File: src/sv/abf_pkg.sv
// Shared types and constants for the attribute bitmap filter.
// Used by abf_front, abf_queue, abf_back and attribute_bitmap_filter; no dependencies.
package abf_pkg;

  // Bitmap geometry
  localparam int MAP_BITS  = 8192;
  localparam int MAP_BYTES = (MAP_BITS + 7) / 8;
  localparam int BYTE_AW   = $clog2(MAP_BYTES);
  localparam int IDX_W     = 13;
  localparam int POS_W     = IDX_W + 1;
  localparam int BUCKET_W  = 11;

  // Configuration registers
  localparam int NUM_REGS = 7;
  localparam int CFG_AW   = $clog2(NUM_REGS);
  localparam logic [IDX_W-1:0] REG_RESET [NUM_REGS] = '{
    13'd0, 13'd2048, 13'd3072, 13'd4096, 13'd5120, 13'd6144, 13'd7168
  };

  // Operation codes
  localparam logic [1:0] OP_ATTR  = 2'd0;
  localparam logic [1:0] OP_SET   = 2'd1;
  localparam logic [1:0] OP_CLEAR = 2'd2;
  localparam logic [1:0] OP_TEST  = 2'd3;

  // Attribute kinds (also the index of the matching base register)
  localparam logic [2:0] KIND_SIZE   = 3'd0;
  localparam logic [2:0] KIND_UID    = 3'd1;
  localparam logic [2:0] KIND_GID    = 3'd2;
  localparam logic [2:0] KIND_ATIME  = 3'd3;
  localparam logic [2:0] KIND_CTIME  = 3'd4;
  localparam logic [2:0] KIND_MTIME  = 3'd5;
  localparam logic [2:0] KIND_TYPE   = 3'd6;
  localparam logic [2:0] KIND_UNUSED = 3'd7;

  localparam logic [31:0] TYPE_MAX = 32'd64;

  // Timestamp bucketing: day start mod TIME_BUCKETS
  localparam logic [31:0] SECS_PER_DAY = 32'd86400;
  localparam logic [31:0] TIME_BUCKETS = 32'd1021;
  // Day start mod 1021 equals day number times this step, mod 1021
  localparam logic [31:0] DAY_STEP     = SECS_PER_DAY % TIME_BUCKETS;
  // floor(2^48 / 86400): quotient estimate is exact or one low
  localparam logic [31:0] DAY_RECIP    = 32'd3257812230;
  localparam int          DAY_SHIFT    = 48;
  localparam int          DAY_Q_W      = 16;
  // floor(2^35 / 1021): quotient estimate is exact or one low
  localparam logic [31:0] MOD_RECIP    = 32'd33653024;
  localparam int          MOD_SHIFT    = 35;
  localparam int          XMOD_W       = 25;
  localparam int          MOD_Q_W      = 16;

  typedef struct packed {
    logic [1:0]       op;
    logic [2:0]       attr_kind;
    logic [31:0]      attr_value;
    logic [IDX_W-1:0] bit_index;
  } in_word_t;

  typedef struct packed {
    logic             was_set;
    logic [IDX_W-1:0] target_index;
    logic             out_of_range;
  } out_word_t;

  // What the back end does with a resolved position
  typedef enum logic [1:0] {
    ACT_SET,
    ACT_CLEAR,
    ACT_TEST,
    ACT_REJECT
  } act_e;

  typedef struct packed {
    act_e             act;
    logic [IDX_W-1:0] target_index;
  } job_t;

  localparam int QDEPTH = 2;
  localparam int QPTR_W = $clog2(QDEPTH);
  localparam int QCNT_W = $clog2(QDEPTH + 1);

  typedef enum logic [2:0] {
    F_IDLE,
    F_T1,
    F_T2,
    F_T3,
    F_T4,
    F_T5,
    F_RESOLVE
  } front_state_e;

  typedef enum logic [1:0] {
    B_CLEAR,
    B_IDLE,
    B_WAIT
  } back_state_e;

endpackage

File: src/sv/abf_queue.sv
// Short job queue between front and back ends.
// Depends on abf_pkg.
module abf_queue (
  input  logic          clk,
  input  logic          rst,
  input  logic          push_valid,
  output logic          push_stall,
  input  abf_pkg::job_t push_word,
  output logic          pop_valid,
  input  logic          pop_stall,
  output abf_pkg::job_t pop_word
);

  abf_pkg::job_t               slots [abf_pkg::QDEPTH];
  logic [abf_pkg::QPTR_W-1:0]  wr_ptr;
  logic [abf_pkg::QPTR_W-1:0]  rd_ptr;
  logic [abf_pkg::QCNT_W-1:0]  count;
  logic                        do_push;
  logic                        do_pop;

  assign push_stall = (32'(count) == abf_pkg::QDEPTH);
  assign pop_valid  = (count != '0);
  assign pop_word   = slots[rd_ptr];
  assign do_push    = push_valid && !push_stall;
  assign do_pop     = pop_valid && !pop_stall;

  always_ff @(posedge clk) begin
    if (rst) begin
      wr_ptr <= '0;
      rd_ptr <= '0;
      count  <= '0;
    end else begin
      if (do_push) begin
        wr_ptr <= (32'(wr_ptr) == abf_pkg::QDEPTH - 1) ? '0 : wr_ptr + 1'b1;
      end
      if (do_pop) begin
        rd_ptr <= (32'(rd_ptr) == abf_pkg::QDEPTH - 1) ? '0 : rd_ptr + 1'b1;
      end
      if (do_push && !do_pop) begin
        count <= count + 1'b1;
      end else if (do_pop && !do_push) begin
        count <= count - 1'b1;
      end
    end
  end

  always_ff @(posedge clk) begin
    if (do_push) begin
      slots[wr_ptr] <= push_word;
    end
  end

endmodule

File: config.mk
export PLATFORM = sky130hd
export DESIGN_NAME = abf_queue
export DESIGN_NICKNAME = d
export VERILOG_FILES = /design/src/sv/abf_pkg.sv /design/src/sv/abf_queue.sv
export SDC_FILE = /design/constraint.sdc
export NUM_CORES = 1
export LEC_CHECK = 0
export ABC_CLOCK_PERIOD_IN_PS = 2000
export BUFFER_PORTS_ARGS = -buffer_cell sky130_fd_sc_hd__clkbuf_2
export CAP_MARGIN = 30
export CORE_MARGIN = 5
export CORE_UTILIZATION = 50
export DETAILED_ROUTE_END_ITERATION = 7
export GPL_TIMING_DRIVEN = 0
export PLACE_DENSITY = 0.78
export SLEW_MARGIN = 25
export SYNTH_ARGS = -nofsm -noshare
export SYNTH_HDL_FRONTEND = slang
export SYNTH_SLANG_ARGS = --single-unit
File: constraint.sdc
create_clock -name clk -period 2 [get_ports clk]
set_clock_uncertainty 0.15 [all_clocks]
set_input_delay 0.2 -clock clk [delete_from_list [all_inputs] [get_ports clk]]
set_output_delay 0.2 -clock clk [all_outputs]
set_load 0.05 [all_outputs]
Word level (Yosys, flattened, before mapping)
Memories as Yosys holds them, arrays and structs flattened. A register that Yosys moved wholly into a read port is not among the register bits.
Cells that the tools add are included.
Widths: inputs -> output; s select.
- add/subtract/negate cells: 4
- reduce and logical (&&, ||, !) cells: 10
- equality and inequality tests: 1
- multiplexer cells: 8
- operator list (kind ; number):
    $mux 1 ; 6
    $logic_and 1x1->1 ; 4
    $logic_not 1->1 ; 4
    $mux 2 ; 2
    $reduce_bool 2->1 ; 2
    $add 1x1->1 const B ; 2
    $add 2x1->2 const B ; 1
    $eq 2x2->1 const B ; 1
    $sub 2x1->2 const B ; 1
- memories kept: 1
- bits in writable memories: 30
- logic and storage cells: 27
- output and inout port bits: 17
- register bits: 4
- bits of input ports: 19
- memory list (name ; words ; bits a word ; rd ports ; clocked after memory_dff ; write ports ; line ; source):
    slots ; 2 ; 15 ; 1 ; 1 ; 1 ; abf_queue.sv:14 ; abf_pkg::job_t slots [abf_pkg::QDEPTH];

Longest topological paths before layout
- word-level depth: 7
- mapped depth: 6
- gate-level depth less buffers: 6

Worst setup path before layout
OpenSTA, ideal clock, no wires.
- path kind: register to register
- start: register count[1] (netlist name)
- end: register count[1] (netlist name)
- period minus slack after synthesis: 1989 ps
- path slack: 11 ps
- buffers on the path: 0
- setup time: 70 ps
- stages on the path, launching flop included: 6
- data arrival time: 1770 ps
- required time: 1780 ps
- cells stage by stage: dfxtp_1 -> nor2b_2 -> nor2_1 -> ha_1 -> or3_1 -> a21oi_1
- cells in the longest elaborated chain, start to end: 6
- elaborated cells between the ends (all ways): 14
- classes of those cells: 2 x add/sub; 1 x eq/ne; 2 x mux; 9 x reduce/logical
- RTL lines (element ; line ; source):
    from (decl) ; abf_queue.sv:17 ; logic [abf_pkg::QCNT_W-1:0] count;
    from (signal assigned) ; abf_queue.sv:40 ; count <= count + 1'b1;
    from (signal assigned) ; abf_queue.sv:42 ; count <= count - 1'b1;
    $eq 2x2->1 (*) ; abf_queue.sv:21 ; assign push_stall = (32'(count) == abf_pkg::QDEPTH);
    via push_stall ; abf_queue.sv:7 ; output logic push_stall,
    $logic_not 1->1 (*) ; abf_queue.sv:24 ; assign do_push = push_valid && !push_stall;
    $logic_and 1x1->1 (*) ; abf_queue.sv:24 ;
    $logic_not 1->1 ; abf_queue.sv:41 ; end else if (do_pop && !do_push) begin
    $logic_and 1x1->1 ; abf_queue.sv:41 ;
    $reduce_bool 2->1 (no line) ; n/a ;
The timed path passes the listed nets; every way through them passes the cells marked *. The select of a mux whose other input is x is not followed.
A chain may end at the register's enable or synchronous reset.

==> key figures <==
Logic synthesis
  • Synthesized netlist net count: 92
  • Synth Area in Compound Gates: 2.11%
  • Adder-Cell Fraction of Synth Area: 0.961%
  • Syn_area_per_cell: 18.1 sq um
  • Syn Std Cell Area: 0.00130 sq mm
  • Post-synthesis instance total: 72
  • Mux cell area share after synthesis: 13.0%
  • FFs w/ async S/R, synth: 0%
  • Top-count cell post-synth: edfxtp_1
  • List of most frequent post-synthesis cells: edfxtp_1 (30), mux2_2 (15), dfxtp_1 (5), nor2_1 (4), xor2_1 (3)
  • Ys Warns: 0
  • Share of the synthesized area in the top cell type: 69.2%
  • Simple-gate share of the synthesized area: 3.75%
  • Top cells by area, synth: edfxtp_1 (69%), mux2_2 (13%), dfxtp_1 (7.7%), xor2_1 (2.0%), nor2_1 (1.2%)
  • Sequential share of the synthesized area: 76.8%
  • Top FF cell, synth: edfxtp_1
  • Main combinational cell family by area after synthesis: multiplexers
  • Leading area contributor after synthesis: edfxtp_1
  • Post-synth EDFFs: 30
  • FF+latch count, synth: 35
  • Count of cell types in the netlist: 15
  • Post-Synth XOR/XNOR Area: 2.02%

Floorplanning
  • Die outline width: 61.0 microns
  • Starting density of the core: 52.6%
  • Full die area: 0.00373 sq mm
  • Num ports: 36
  • Total core area: 0.00248 sq mm
  • Row cnt: 18
  • Die Ht: 61.0 microns

GRT
  • Total global-route track usage: 15.1%
  • First-pass GRT wire length: 3860 microns
  • Largest net degree at the start of global routing: 16
  • Total global routing overflow: 0
  • Antenna violations before repair: 0
  • Vias in the first global route: 858

Final layout
  • Fin util: 69.5%
  • Antenna diodes: 0
  • Layout Nets: 149
  • Post-Layout Cell Count: 160
  • Fin area: 0.00172 sq mm
  • Fillers: 202
  • Area grow syn2layout: 32.2%
  • Layout cells sized above 1: 44.6%

CTS
  • Clock slew at reported path FFs: 0.09 ns
  • Sink Count: 35
  • CTS tree: built
  • Clk_lat worst skew: 0.32 ns
  • CTS Buf Count: 5
  • H-tree depth: 2
  • Root buf cell: clkbuf_4
  • Max Root-Sink Buffers: 2

Run
  • Max_cap viols: 0

Timing
  • RSZ-0062 raised after global routing: false
  • Count of final hold-check violations: 0
  • # setup viols final: 0
  • Tcrit/Tclk final: 92.4%
  • Setup tns final: 0 ns
  • Worst slew margin: 53.5%
  • Final Max Slew Viols: 0
  • Tmin final: 1.85 ns
  • Setup ws final: 0.152 ns
  • FMAX: 541 MHz
  • Worst slew pin tran: 0.697 ns

Setup path
  • WS Path Type: reg2out
  • CP startpoint kind: flip-flop
  • Worst-path fanout max: 15
  • Data required time of the worst path: 1.65 ns
  • Worst Path Buf+Inv: 2
  • CP Cell Sequence: clkbuf_4 > mux2_2 > clkbuf_2
  • Critical Path AT: 1.50 ns
  • Slowest Stage Delay on Critical Path: 0.37 ns
  • Critical path's top delay family: buffers and inverters
  • CP max-delay cell: mux2_2
  • CP Capture Type: primary output

Drt
  • Via-to-Cell Ratio: 4.96
  • Drt pass-1 iters: 2
  • Post-DRT Antenna Nets: 0
  • Routed WL per cell: 15.1 microns
  • Initial drt markers: 16
  • Post-Route WL: 2410 microns
  • DRC: 0
  • Vias: 794

Status
  • Outcome: complete, no violations

Place
  • Placed cell areas: 0.00152 sq mm
  • Placed cell count: 137
  • PortBufs: 35
  • Placer's final routability congestion estimate: 0.652
  • HPWL Detailed: 1640 microns
  • Post-Place Worst Slack: 0.141 ns

Power
  • Worst vdd ir: 941 uV
  • Leak pwr: 0.687 nW
  • Pwr/cell area: 1320 mW/mm^2

Min path
  • HP Class: in2reg
==> layout make-up <==
type | instances | area, sq um | area share [%]
multi-input cells | 33 | 284 | 16.5
well taps | 30 | 37.5 | 2.18
inverters | 2 | 7.51 | 0.436
flip-flops and latches | 35 | 1000 | 58.1
clock buffers | 6 | 41.3 | 2.40
plain buffers | 1 | 7.51 | 0.436
repair buffers | 51 | 335 | 19.5
clock inverters | 2 | 7.51 | 0.436
==> registers in the layout (all words and copies together) (netlist names), named ones only <==
signal  cells
wr_ptr      1
rd_ptr      1
slots      30
count       2
==> kinds of logic (layout without fill, tap and decap cells) <==
| group | count (synthesis) | count (layout) |
|---|---|---|
| compound gates | 5 | 5 |
| mux | 15 | 15 |
| buf+inv | 4 | 62 |
| flops | 35 | 35 |
| simple gates | 9 | 9 |
| xor+xnor | 3 | 3 |
| fa+ha+maj | 1 | 1 |
==> path summary, 6_finish.rpt <==
check	endpoint	slack, ns	depth (start not counted)	start
hold reg to reg	wr_ptr$_SDFFE_PP0N_	0.36	2	wr_ptr$_SDFFE_PP0N_
setup reg to reg	slots[0][10]$_DFFE_PP_	0.16	3	count[0]$_SDFFE_PP0P_
setup / recovery	pop_word[12]	0.15	3	flip-flop
hold / removal	wr_ptr$_SDFFE_PP0N_	0.12	4	push_valid
==> through the flow <==
step	hold WS (ns)	power, mW
floorplan	0.119	1.73
global placement	0.239	1.90
detailed placement	0.245	1.94
CTS	0.106	2.29
global route	0.126	2.39
finish	0.116	2.27
==> what timing repair did <==
item | in CTS | in global routing
endpoints found under the hold margin | 35 | 0
gates resized for setup | 0 | 1
setup buffers | 0 | 0
endpoints found under the setup margin | 10 | 6
hold buffers | 16 | 0
==> where the power goes <==
| group | internal [mW] | total, mW | leakage (nW) | switching [mW] |
|---|---|---|---|---|
| logic | 0.286 | 0.963 | 0.339 | 0.677 |
| clock network | 0.130 | 0.339 | 0.0273 | 0.209 |
| registers | 0.925 | 0.972 | 0.321 | 0.0474 |
==> worst reg2reg max path, cell delays in order, from the launching register on <==
cell     delay, ns
dfxtp_1       0.45
nor2b_2       0.09
or3_1         0.34
inv_1         0.45
==> routing by layer <==
metal / vias up / wire [microns] / GRT usage (%)
li1: 384 / - / -
met1: 372 / 873 / 14.6
met2: 32 / 1300 / 27.5
met3: 6 / 190 / 5.03
met4: 0 / 45 / 8.67
met5: - / 0 / 0
==> layout by cell type (no fill, tap or decap), drive strengths merged <==
master       netlist  final
ha                 1      1
clkinv             0      2
edfxtp            30     30
nor2               4      4
nor2b              1      1
dfxtp              5      5
or3                2      2
inv                2      2
o21ai              2      2
xor2               3      3
or2                1      1
a21oi              2      2
mux2              15     15
clkbuf             0     42
dlygate4sd3        0     16
and2               1      1
o21bai             1      1
Note: power is estimated with default switching activity, not from simulation.
