--- config.mk ---
export PLATFORM = sky130hd
export DESIGN_NAME = abf_front
export DESIGN_NICKNAME = d
export VERILOG_FILES = /design/src/sv/abf_pkg.sv /design/src/sv/abf_front.sv
export SDC_FILE = /design/constraint.sdc
export NUM_CORES = 2
export LEC_CHECK = 0
export BUFFER_PORTS_ARGS = -buffer_cell sky130_fd_sc_hd__buf_2
export CORE_UTILIZATION = 40
export CTS_CLUSTER_DIAMETER = 80
export DETAILED_ROUTE_END_ITERATION = 10
export GPL_TIMING_DRIVEN = 0
export SLEW_MARGIN = 25
export SYNTH_ARGS = -nofsm -noshare
export SYNTH_HDL_FRONTEND = slang
export SYNTH_SLANG_ARGS = --single-unit
--- constraint.sdc ---
create_clock -name clk -period 16.05 [get_ports clk]
set_clock_uncertainty 0.15 [all_clocks]
set_input_delay 2.4075 -clock clk [delete_from_list [all_inputs] [get_ports clk]]
set_output_delay 2.4075 -clock clk [all_outputs]
set_load 0.02 [all_outputs]
--- src/sv/abf_pkg.sv ---
// Shared types and constants for the attribute bitmap filter.
// Used by abf_front, abf_queue, abf_back and attribute_bitmap_filter; no dependencies.
package abf_pkg;

  // Bitmap geometry
  localparam int MAP_BITS  = 8192;
  localparam int MAP_BYTES = (MAP_BITS + 7) / 8;
  localparam int BYTE_AW   = $clog2(MAP_BYTES);
  localparam int IDX_W     = 13;
  localparam int POS_W     = IDX_W + 1;
  localparam int BUCKET_W  = 11;

  // Configuration registers
  localparam int NUM_REGS = 7;
  localparam int CFG_AW   = $clog2(NUM_REGS);
  localparam logic [IDX_W-1:0] REG_RESET [NUM_REGS] = '{
    13'd0, 13'd2048, 13'd3072, 13'd4096, 13'd5120, 13'd6144, 13'd7168
  };

  // Operation codes
  localparam logic [1:0] OP_ATTR  = 2'd0;
  localparam logic [1:0] OP_SET   = 2'd1;
  localparam logic [1:0] OP_CLEAR = 2'd2;
  localparam logic [1:0] OP_TEST  = 2'd3;

  // Attribute kinds (also the index of the matching base register)
  localparam logic [2:0] KIND_SIZE   = 3'd0;
  localparam logic [2:0] KIND_UID    = 3'd1;
  localparam logic [2:0] KIND_GID    = 3'd2;
  localparam logic [2:0] KIND_ATIME  = 3'd3;
  localparam logic [2:0] KIND_CTIME  = 3'd4;
  localparam logic [2:0] KIND_MTIME  = 3'd5;
  localparam logic [2:0] KIND_TYPE   = 3'd6;
  localparam logic [2:0] KIND_UNUSED = 3'd7;

  localparam logic [31:0] TYPE_MAX = 32'd64;

  // Timestamp bucketing: day start mod TIME_BUCKETS
  localparam logic [31:0] SECS_PER_DAY = 32'd86400;
  localparam logic [31:0] TIME_BUCKETS = 32'd1021;
  // Day start mod 1021 equals day number times this step, mod 1021
  localparam logic [31:0] DAY_STEP     = SECS_PER_DAY % TIME_BUCKETS;
  // floor(2^48 / 86400): quotient estimate is exact or one low
  localparam logic [31:0] DAY_RECIP    = 32'd3257812230;
  localparam int          DAY_SHIFT    = 48;
  localparam int          DAY_Q_W      = 16;
  // floor(2^35 / 1021): quotient estimate is exact or one low
  localparam logic [31:0] MOD_RECIP    = 32'd33653024;
  localparam int          MOD_SHIFT    = 35;
  localparam int          XMOD_W       = 25;
  localparam int          MOD_Q_W      = 16;

  typedef struct packed {
    logic [1:0]       op;
    logic [2:0]       attr_kind;
    logic [31:0]      attr_value;
    logic [IDX_W-1:0] bit_index;
  } in_word_t;

  typedef struct packed {
    logic             was_set;
    logic [IDX_W-1:0] target_index;
    logic             out_of_range;
  } out_word_t;

  // What the back end does with a resolved position
  typedef enum logic [1:0] {
    ACT_SET,
    ACT_CLEAR,
    ACT_TEST,
    ACT_REJECT
  } act_e;

  typedef struct packed {
    act_e             act;
    logic [IDX_W-1:0] target_index;
  } job_t;

  localparam int QDEPTH = 2;
  localparam int QPTR_W = $clog2(QDEPTH);
  localparam int QCNT_W = $clog2(QDEPTH + 1);

  typedef enum logic [2:0] {
    F_IDLE,
    F_T1,
    F_T2,
    F_T3,
    F_T4,
    F_T5,
    F_RESOLVE
  } front_state_e;

  typedef enum logic [1:0] {
    B_CLEAR,
    B_IDLE,
    B_WAIT
  } back_state_e;

endpackage

--- src/sv/abf_front.sv ---
// Front end: takes input words, computes the bucket and bitmap position, holds base registers.
// Depends on abf_pkg.
module abf_front (
  input  logic              clk,
  input  logic              rst,
  input  logic              in_valid,
  output logic              in_stall,
  input  abf_pkg::in_word_t in_word,
  input  logic              cfg_we,
  input  logic [abf_pkg::CFG_AW-1:0] cfg_index,
  input  logic [abf_pkg::IDX_W-1:0]  cfg_data,
  input  logic              clearing,
  output logic              push_valid,
  input  logic              push_stall,
  output abf_pkg::job_t     push_word
);

  abf_pkg::front_state_e state, state_next;
  abf_pkg::in_word_t     item;
  logic [abf_pkg::IDX_W-1:0] base_reg [abf_pkg::NUM_REGS];

  logic [63:0]                        prod_day;
  logic [abf_pkg::DAY_Q_W-1:0]        day_num;
  logic [abf_pkg::XMOD_W-1:0]         x_mod;
  logic [abf_pkg::XMOD_W+25:0]        prod_mod;
  logic [abf_pkg::BUCKET_W-1:0]       time_bucket;

  logic                               accept;
  logic                               is_time;
  logic [abf_pkg::DAY_Q_W-1:0]        day_est;
  logic [31:0]                        day_rem;
  logic [abf_pkg::MOD_Q_W-1:0]        mod_est;
  logic [abf_pkg::XMOD_W-1:0]         mod_rem;

  logic [abf_pkg::BUCKET_W-1:0]       bucket;
  logic [abf_pkg::IDX_W-1:0]          base;
  logic [abf_pkg::POS_W-1:0]          pos;
  logic                               bad_type;

  assign accept  = in_valid && !in_stall;
  assign is_time = (in_word.op == abf_pkg::OP_ATTR) &&
                   ((in_word.attr_kind == abf_pkg::KIND_ATIME) ||
                    (in_word.attr_kind == abf_pkg::KIND_CTIME) ||
                    (in_word.attr_kind == abf_pkg::KIND_MTIME));

  assign day_est = prod_day[abf_pkg::DAY_SHIFT +: abf_pkg::DAY_Q_W];
  assign day_rem = item.attr_value - 32'(32'(day_est) * abf_pkg::SECS_PER_DAY);
  assign mod_est = prod_mod[abf_pkg::MOD_SHIFT +: abf_pkg::MOD_Q_W];
  assign mod_rem = x_mod -
                   abf_pkg::XMOD_W'(32'(mod_est) * abf_pkg::TIME_BUCKETS);

  // Base registers
  always_ff @(posedge clk) begin
    if (rst) begin
      for (int i = 0; i < abf_pkg::NUM_REGS; i++) begin
        base_reg[i] <= abf_pkg::REG_RESET[i];
      end
    end else if (cfg_we && (32'(cfg_index) < abf_pkg::NUM_REGS)) begin
      base_reg[cfg_index] <= cfg_data;
    end
  end

  always_ff @(posedge clk) begin
    if (rst) begin
      state <= abf_pkg::F_IDLE;
    end else begin
      state <= state_next;
    end
  end

  // Datapath: hold the item, then step the timestamp reduction
  always_ff @(posedge clk) begin
    if (accept) begin
      item <= in_word;
    end
    unique case (state)
      abf_pkg::F_T1: prod_day <= {32'd0, item.attr_value} * {32'd0, abf_pkg::DAY_RECIP};
      abf_pkg::F_T2: day_num  <= day_est +
                                 abf_pkg::DAY_Q_W'(day_rem >= abf_pkg::SECS_PER_DAY);
      abf_pkg::F_T3: x_mod    <= abf_pkg::XMOD_W'(32'(day_num) * abf_pkg::DAY_STEP);
      abf_pkg::F_T4: prod_mod <= (abf_pkg::XMOD_W+26)'(
                                   {39'd0, x_mod} * {32'd0, abf_pkg::MOD_RECIP});
      abf_pkg::F_T5: begin
        if (32'(mod_rem) >= abf_pkg::TIME_BUCKETS) begin
          time_bucket <= abf_pkg::BUCKET_W'(32'(mod_rem) - abf_pkg::TIME_BUCKETS);
        end else begin
          time_bucket <= abf_pkg::BUCKET_W'(mod_rem);
        end
      end
      default: ;
    endcase
  end

  always_comb begin
    state_next = state;
    unique case (state)
      abf_pkg::F_IDLE: begin
        if (accept) begin
          state_next = is_time ? abf_pkg::F_T1 : abf_pkg::F_RESOLVE;
        end
      end
      abf_pkg::F_T1:      state_next = abf_pkg::F_T2;
      abf_pkg::F_T2:      state_next = abf_pkg::F_T3;
      abf_pkg::F_T3:      state_next = abf_pkg::F_T4;
      abf_pkg::F_T4:      state_next = abf_pkg::F_T5;
      abf_pkg::F_T5:      state_next = abf_pkg::F_RESOLVE;
      abf_pkg::F_RESOLVE: if (!push_stall) state_next = abf_pkg::F_IDLE;
      default:            state_next = abf_pkg::F_IDLE;
    endcase
  end

  // Bucket and base for the held item
  always_comb begin
    bucket   = '0;
    base     = '0;
    bad_type = 1'b0;
    unique case (item.attr_kind)
      abf_pkg::KIND_SIZE: begin
        base = base_reg[abf_pkg::KIND_SIZE];
        priority if (item.attr_value[31:10] == '0) begin
          bucket = '0;
        end else if (item.attr_value[31:20] == '0) begin
          bucket = {1'b0, item.attr_value[19:10]};
        end else if (item.attr_value[31:30] == '0) begin
          bucket = {1'b1, item.attr_value[29:20]};
        end else begin
          bucket = '1;
        end
      end
      abf_pkg::KIND_UID, abf_pkg::KIND_GID: begin
        base   = base_reg[item.attr_kind];
        bucket = {1'b0, item.attr_value[9:0]};
      end
      abf_pkg::KIND_ATIME, abf_pkg::KIND_CTIME, abf_pkg::KIND_MTIME: begin
        base   = base_reg[item.attr_kind];
        bucket = time_bucket;
      end
      abf_pkg::KIND_TYPE: begin
        base     = base_reg[abf_pkg::KIND_TYPE];
        bucket   = abf_pkg::BUCKET_W'(item.attr_value[6:0]);
        bad_type = (item.attr_value > abf_pkg::TYPE_MAX);
      end
      abf_pkg::KIND_UNUSED: bad_type = 1'b1;
      default:              bad_type = 1'b1;
    endcase
  end

  always_comb begin
    if (item.op == abf_pkg::OP_ATTR) begin
      pos = {1'b0, base} + abf_pkg::POS_W'(bucket);
    end else begin
      pos = {1'b0, item.bit_index};
    end
  end

  // Outputs
  always_comb begin
    in_stall   = (state != abf_pkg::F_IDLE) || clearing;
    push_valid = (state == abf_pkg::F_RESOLVE);
    push_word.target_index = pos[abf_pkg::IDX_W-1:0];
    priority if ((item.op == abf_pkg::OP_ATTR) && bad_type) begin
      push_word.act          = abf_pkg::ACT_REJECT;
      push_word.target_index = '0;
    end else if (32'(pos) >= abf_pkg::MAP_BITS) begin
      push_word.act = abf_pkg::ACT_REJECT;
    end else if (item.op == abf_pkg::OP_CLEAR) begin
      push_word.act = abf_pkg::ACT_CLEAR;
    end else if (item.op == abf_pkg::OP_TEST) begin
      push_word.act = abf_pkg::ACT_TEST;
    end else begin
      push_word.act = abf_pkg::ACT_SET;
    end
  end

endmodule

# Word level (Yosys, flattened, before mapping)
# Memories as Yosys holds them, arrays and structs flattened. A register that Yosys moved wholly into a read port is not among the register bits.
# Cells that the tools add are included.
totals:
  memories: 1
  ff_bits: 212
  ram_bits: 91
  inputBits: 72
memory_table:
  columns: ["memory", "depth", "word_bits", "read_ports", "rd_clocked_by_memory_dff", "write_ports", "line", "source"]
  rows:
  - ["base_reg", 7, 13, 3, 1, 7, "abf_front.sv:20", "logic [abf_pkg::IDX_W-1:0] base_reg [abf_pkg::NUM_REGS];"]
classes:
  n_mux: 26
  n_reduce_logical: 21
  magnitude_cmp: 5
  n_addsub: 5
  eq_ne: 20
  n_mul: 5
ops:
  columns: ["op", "n"]
  rows:
  - ["multiplier 32 x 31 -> 63 bit, second input constant", 1]
  - ["multiplier 16 x 10 -> 25 bit, second input constant", 2]
  - ["multiplier 23 x 21 -> 44 bit, second input constant", 1]
  - ["case mux 11 bit (4 select lines)", 1]
  - ["case mux 13 bit (3 select lines)", 1]
  - ["2-to-1 mux 11 bit", 3]
  - ["greater-or-equal comparator 32 x 17 -> 1 bit, second input constant", 1]
  - ["greater-than comparator 32 x 7 -> 1 bit, second input constant", 1]
  - ["subtractor 32 bit", 1]
  - ["== test 3 bit, second input constant", 9]
  - ["2-to-1 mux 13 bit", 2]
  - ["greater-or-equal comparator 25 x 10 -> 1 bit, second input constant", 1]
  - ["subtractor 25 bit", 1]
  - ["multiplier 16 x 8 -> 23 bit, second input constant", 1]
  - ["zero test 22 bit", 1]
  - ["case mux 3 bit (7 select lines)", 1]
  - ["adder 16 x 1 -> 16 bit", 1]
  - ["== test 3 x 2 -> 1 bit, second input constant", 5]
  - ["2-to-1 mux 3 bit", 5]
  - ["adder 13 x 11 -> 14 bit", 1]
  - ["greater-or-equal comparator 14 bit, second input constant", 1]
  - ["2-to-1 mux 14 bit", 1]
  - ["OR reduction 13 bit", 1]
  - ["zero test 12 bit", 1]
  - ["other kinds (19)", 38]

# Depth between registers and ports, before layout
logic_depth:
  ltp_word: 10
  mapped_depth: 35
  mapped_depth_nobuf: 35

# Least setup slack after synthesis
# No wires, ideal clock.
synth_timing:
  path_kind: "register to register"
  startpoint: "register prod_day[49]"
  endpoint: "register day_num[10] (netlist bit) (data pin)"
  required_time_ns: 15.636
  path_buffers: 0
  stages_incl_launch_ff: 34
  slack_ns: 8.722
  arrival_ns: 6.914
  period_less_slack_ns: 7.328
  path_cell_list: "edfxtp_1 -> ha_1 -> inv_1 -> fa_1 -> inv_1 -> fa_1 -> ha_1 -> inv_1 -> fa_1 -> inv_1 -> ha_1 -> and2_1 -> a31oi_1 -> o211ai_1 -> a31oi_1 -> o21ai_0 -> a21o_1 -> a21oi_1 -> xor2_1 -> ha_1 -> nor3b_1 -> a221oi_1 -> nand4_1 -> a2111oi_2 -> o211ai_1 -> nor4_1 -> o2111ai_1 -> a211o_1 -> ha_1 -> and3_1 -> nand3_1 -> nor2_1 -> nand3_1 -> xnor2_1"
synth_via:
  elab_chain_cells: 4
synth_rtl:
  columns: ["element", "line", "source"]
  rows:
  - ["from (decl)", "abf_front.sv:22", "logic [63:0] prod_day;"]
  - ["from (signal assigned)", "abf_front.sv:77", "abf_pkg::F_T1: prod_day <= {32'd0, item.attr_value} * {32'd0, abf_pkg::DAY_RECIP};"]
  - ["multiplier 16 x 10 -> 25 bit", "abf_front.sv:47", "assign day_rem = item.attr_value - 32'(32'(day_est) * abf_pkg::SECS_PER_DAY);"]
  - ["subtractor 32 bit", "abf_front.sv:47", null]
  - ["greater-or-equal comparator 32 x 17 -> 1 bit", "abf_front.sv:79", "abf_pkg::DAY_Q_W'(day_rem >= abf_pkg::SECS_PER_DAY);"]
  - ["adder 16 x 1 -> 16 bit (*)", "abf_front.sv:78", "abf_pkg::F_T2: day_num <= day_est +"]
  - ["to (signal assigned)", "abf_front.sv:78", null]
  - ["to (decl)", "abf_front.sv:23", "logic [abf_pkg::DAY_Q_W-1:0] day_num;"]
# Mark *: on every way between the ends. The rest lies on a longest branch, timed or not.
# A chain may end at the register's enable or synchronous reset.

==> flow_summary.ini <==
[outcome]
status = complete, no violations

[global_route]
grt_use_total_pct = 19.63
grt_max_degree = 51
overflow = 0
grt_pass1_vias = 26950
antenna_found_initial = 2
grt_pass1_wl_mm = 150.9

[logic_synthesis]
synth_xor_area_share_pct = 2.859
synth_top_family_by_area = adder cells
synthSimpleGateAreaFrac_pct = 5.999
synth_top_cell_by_area = ha_1
ys_seq_area_share_pct = 18.11
synth_compound_area_share_pct = 8.727
synth-adder-area-share_pct = 53.03
netlist_instances = 3765
muxShareOfSynthArea_pct = 2.020
avgSynthCellArea_um2 = 10.38
synth.distinct_cells = 76
synth-edff-count = 223
synthTopCellsByArea = ha_1 (28%), fa_1 (25%), edfxtp_1 (17%)
ys.flop_type = edfxtp_1
async_flop_share_pct = 0
ys_ff_latch = 242
syn-cell-area_mm2 = 0.03908
yosysTopAreaCellShare_pct = 28.24
yosys_warnings = 0

[critical_path]
r2r_cells = 33
critPathMostFrequentCell = o21ai_0
worst-path-buf-inv = 4
crit_chain = inv_1 > ha_1 > nand4_1 > nor2_1 > clkbuf_1 > a21oi_1 > a21oi_1 > o21ai_0 > ha_1 > inv_1 > fa_1 > nor2b_1 > o21ai_0 > a21boi_0 > o21ai_0 > a21boi_0 > o21a_1 > nor2_1 > o21ai_0 > o21bai_1 > xor2_1 > o31ai_1 > buf_2
cp.depth = 23
cp_max_fo = 10
cp-start-kind = flip-flop
rr_startpoint = prod_day[49]
worst_path_max_delay_cell = edfxtp_1
timing.rr.end = day_num[10]
worstPathRequired_ps = 13490
path_class = flip-flop to output pin
crit_path_end_kind = output pin
slowest_delay_ps = 880
rrSetupSlack_ps = 7330
critPathTopFamily = compound AO/OA/AOI/OAI gates
cp.arrival_ps = 6350

[layout]
area_delta_synth_final_pct = 8.122
fin_area_mm2 = 0.04226
fill_cells = 9353
layoutNonFillerInstCount = 5196
final_nets = 5336
diodes = 0
largest_register_ffs = 104
final_layout_size_suffix_gt1_share_pct = 5.000

[clock_network]
cts_buffers = 28
cts_tree = built
cts_root_buf = clkbuf_16
htree_levels = 1
clk_path_buf_depth = 3
hold_buffers = 0
clkSlewWorstSetupHoldPaths_ps = 60
cts_resized = 0
clkSinkCount = 242
worstSkewPairLatency_ps = 600
post_cts_buffers = 0

[route]
wl_met3_mm = 4.450
drtAntennaViolNets = 0
vias = 26340
drc = 0
wl_per_cell_um = 18.06
met2_length_mm = 42.04
drt_wl_total_mm = 93.87
routed.top_layer = met5
met1_length_mm = 45.78
firstDrtPassIters = 6
drt_iter0_drc = 1487
viasPerCell = 5.070

[placed_design]
place_congestion = 0.8767
dp_cells = 5144
place_area_mm2 = 0.04124
dp_hpwl_mm = 78.68
port_buffers = 86

[timing]
tightest_slew_ps = 1026
period_needed_ps = 8904
relSlewSlack_pct = 31.58
hold_slack_ps = 361.6
fin_crit_sh_pct = 55.47
finalSetupTns_ps = 0
setup_viol = 0
rsz0062_at_grt = false
hold_viol_final = 0
max_freq_ghz = 0.1123
drv_slew = 0

[floorplan]
fp.dieW_um = 314.6
die_area_mm2 = 0.09896
ios = 89
core_area_mm2 = 0.09671
start_util_pct = 40.41
rows = 114
die-height_um = 314.6

[worst_hold_path]
holdPathStages = 1
holdCritPathClass = flip-flop to flip-flop
min_to = base_reg[6][10]
min_from = base_reg[6][10]

[run]
cap_violations = 0
-- layout by cell type, fill, tap and decap left out, types with 43 or more instances in the layout --
cell type / instances
edfxtp_1: 223
a21o_1: 61
buf_2: 86
xnor2_1: 88
clkbuf_1: 43
ha_1: 882
nand2_1: 106
nor2_1: 188
inv_1: 911
o21ai_0: 78
a21oi_1: 166
fa_1: 484
-- worst reg2reg max path, delay by kind of cell, from the launching register on --
| kind | cells | cell delay [ps] |
|---|---|---|
| fa+ha+maj | 8 | 3020 |
| compound gates | 11 | 2660 |
| simple gates | 8 | 1490 |
| xor+xnor | 2 | 350 |
| flops | 1 | 580 |
| buf+inv | 4 | 200 |
-- cells by family (layout without fill, tap and decap cells) --
| kind of cell | Yosys count | count (layout) |
|---|---|---|
| other | 1 | 13 |
| muxes | 46 | 46 |
| xor gates and xnor gates | 126 | 126 |
| and+or+nand+nor | 500 | 500 |
| DFF | 242 | 242 |
| adders and majority gates | 1366 | 1366 |
| buffers and inverters | 962 | 1105 |
| AOI/OAI and AO/OA | 522 | 522 |
-- metrics by stage --
stage	util [%]	worst slack (ps)
2_1_floorplan	-	8722
3_3_place_gp	42.56	7209
3_5_place_dp	42.64	7455
4_1_cts	43.69	6913
5_1_grt	43.70	6692
6_report	43.70	7146
-- layout make-up --
class / count / area (um^2) / share of cell area, %
Buffer: 50 / 192.7 / 0.4560
Clock buffer: 29 / 704.4 / 1.667
Clock inverter: 23 / 304.0 / 0.7195
Inverter: 912 / 3426 / 8.107
Multi-Input combinational cell: 2573 / 28460 / 67.36
Sequential cell: 242 / 7077 / 16.75
Tap cell: 1276 / 1597 / 3.778
Timing Repair Buffer: 91 / 491.7 / 1.164
-- how the worst max path moves through the flow --
| stage | startpoint | to | slack (ps) |
|---|---|---|---|
| floorplan | prod_day[49] | day_num[10] | 8720 |
| global placement | item[21] | prod_day[57] | 7210 |
| detailed placement | prod_day[49] | day_num[10] | 7450 |
| CTS | item[44] | push_word[12] | 6910 |
| global route | item[44] | push_word[12] | 6690 |
| finish | item[44] | push_word[12] | 7150 |
-- synth_stat cells, types with 9 or more instances --
| library cell | instances |
|---|---|
| mux2i_1 | 17 |
| a31oi_1 | 17 |
| nand3_1 | 37 |
| or2_2 | 12 |
| edfxtp_1 | 223 |
| and3_1 | 12 |
| o21a_1 | 20 |
| nor3_1 | 35 |
| a22oi_1 | 12 |
| a21oi_1 | 166 |
| fa_1 | 484 |
| and2_1 | 11 |
| a21boi_0 | 9 |
| nor2b_1 | 19 |
| clkbuf_1 | 42 |
| xor2_1 | 37 |
| o21bai_1 | 16 |
| nor2_1 | 190 |
| nand2_1 | 106 |
| xnor2_1 | 88 |
| mux4_2 | 26 |
| nand4_1 | 18 |
| dfxtp_1 | 19 |
| inv_1 | 912 |
| ha_1 | 882 |
| a21o_1 | 61 |
| a211o_1 | 11 |
| o21ai_0 | 78 |
| o211ai_1 | 12 |
| nand2b_1 | 26 |
| a211oi_1 | 21 |
| o31ai_1 | 17 |
-- routing by layer --
metal  vias to the layer above  GRT usage [%]
met4                         2          3.222
met3                        85          2.055
met2                       543          31.10
met1                     12950          29.24
met5                         -              0
li1                      12760              -
Power is left out: the tool's default activity adds up to more than one toggle a clock period on the data nets, which glitch-free logic cannot reach.
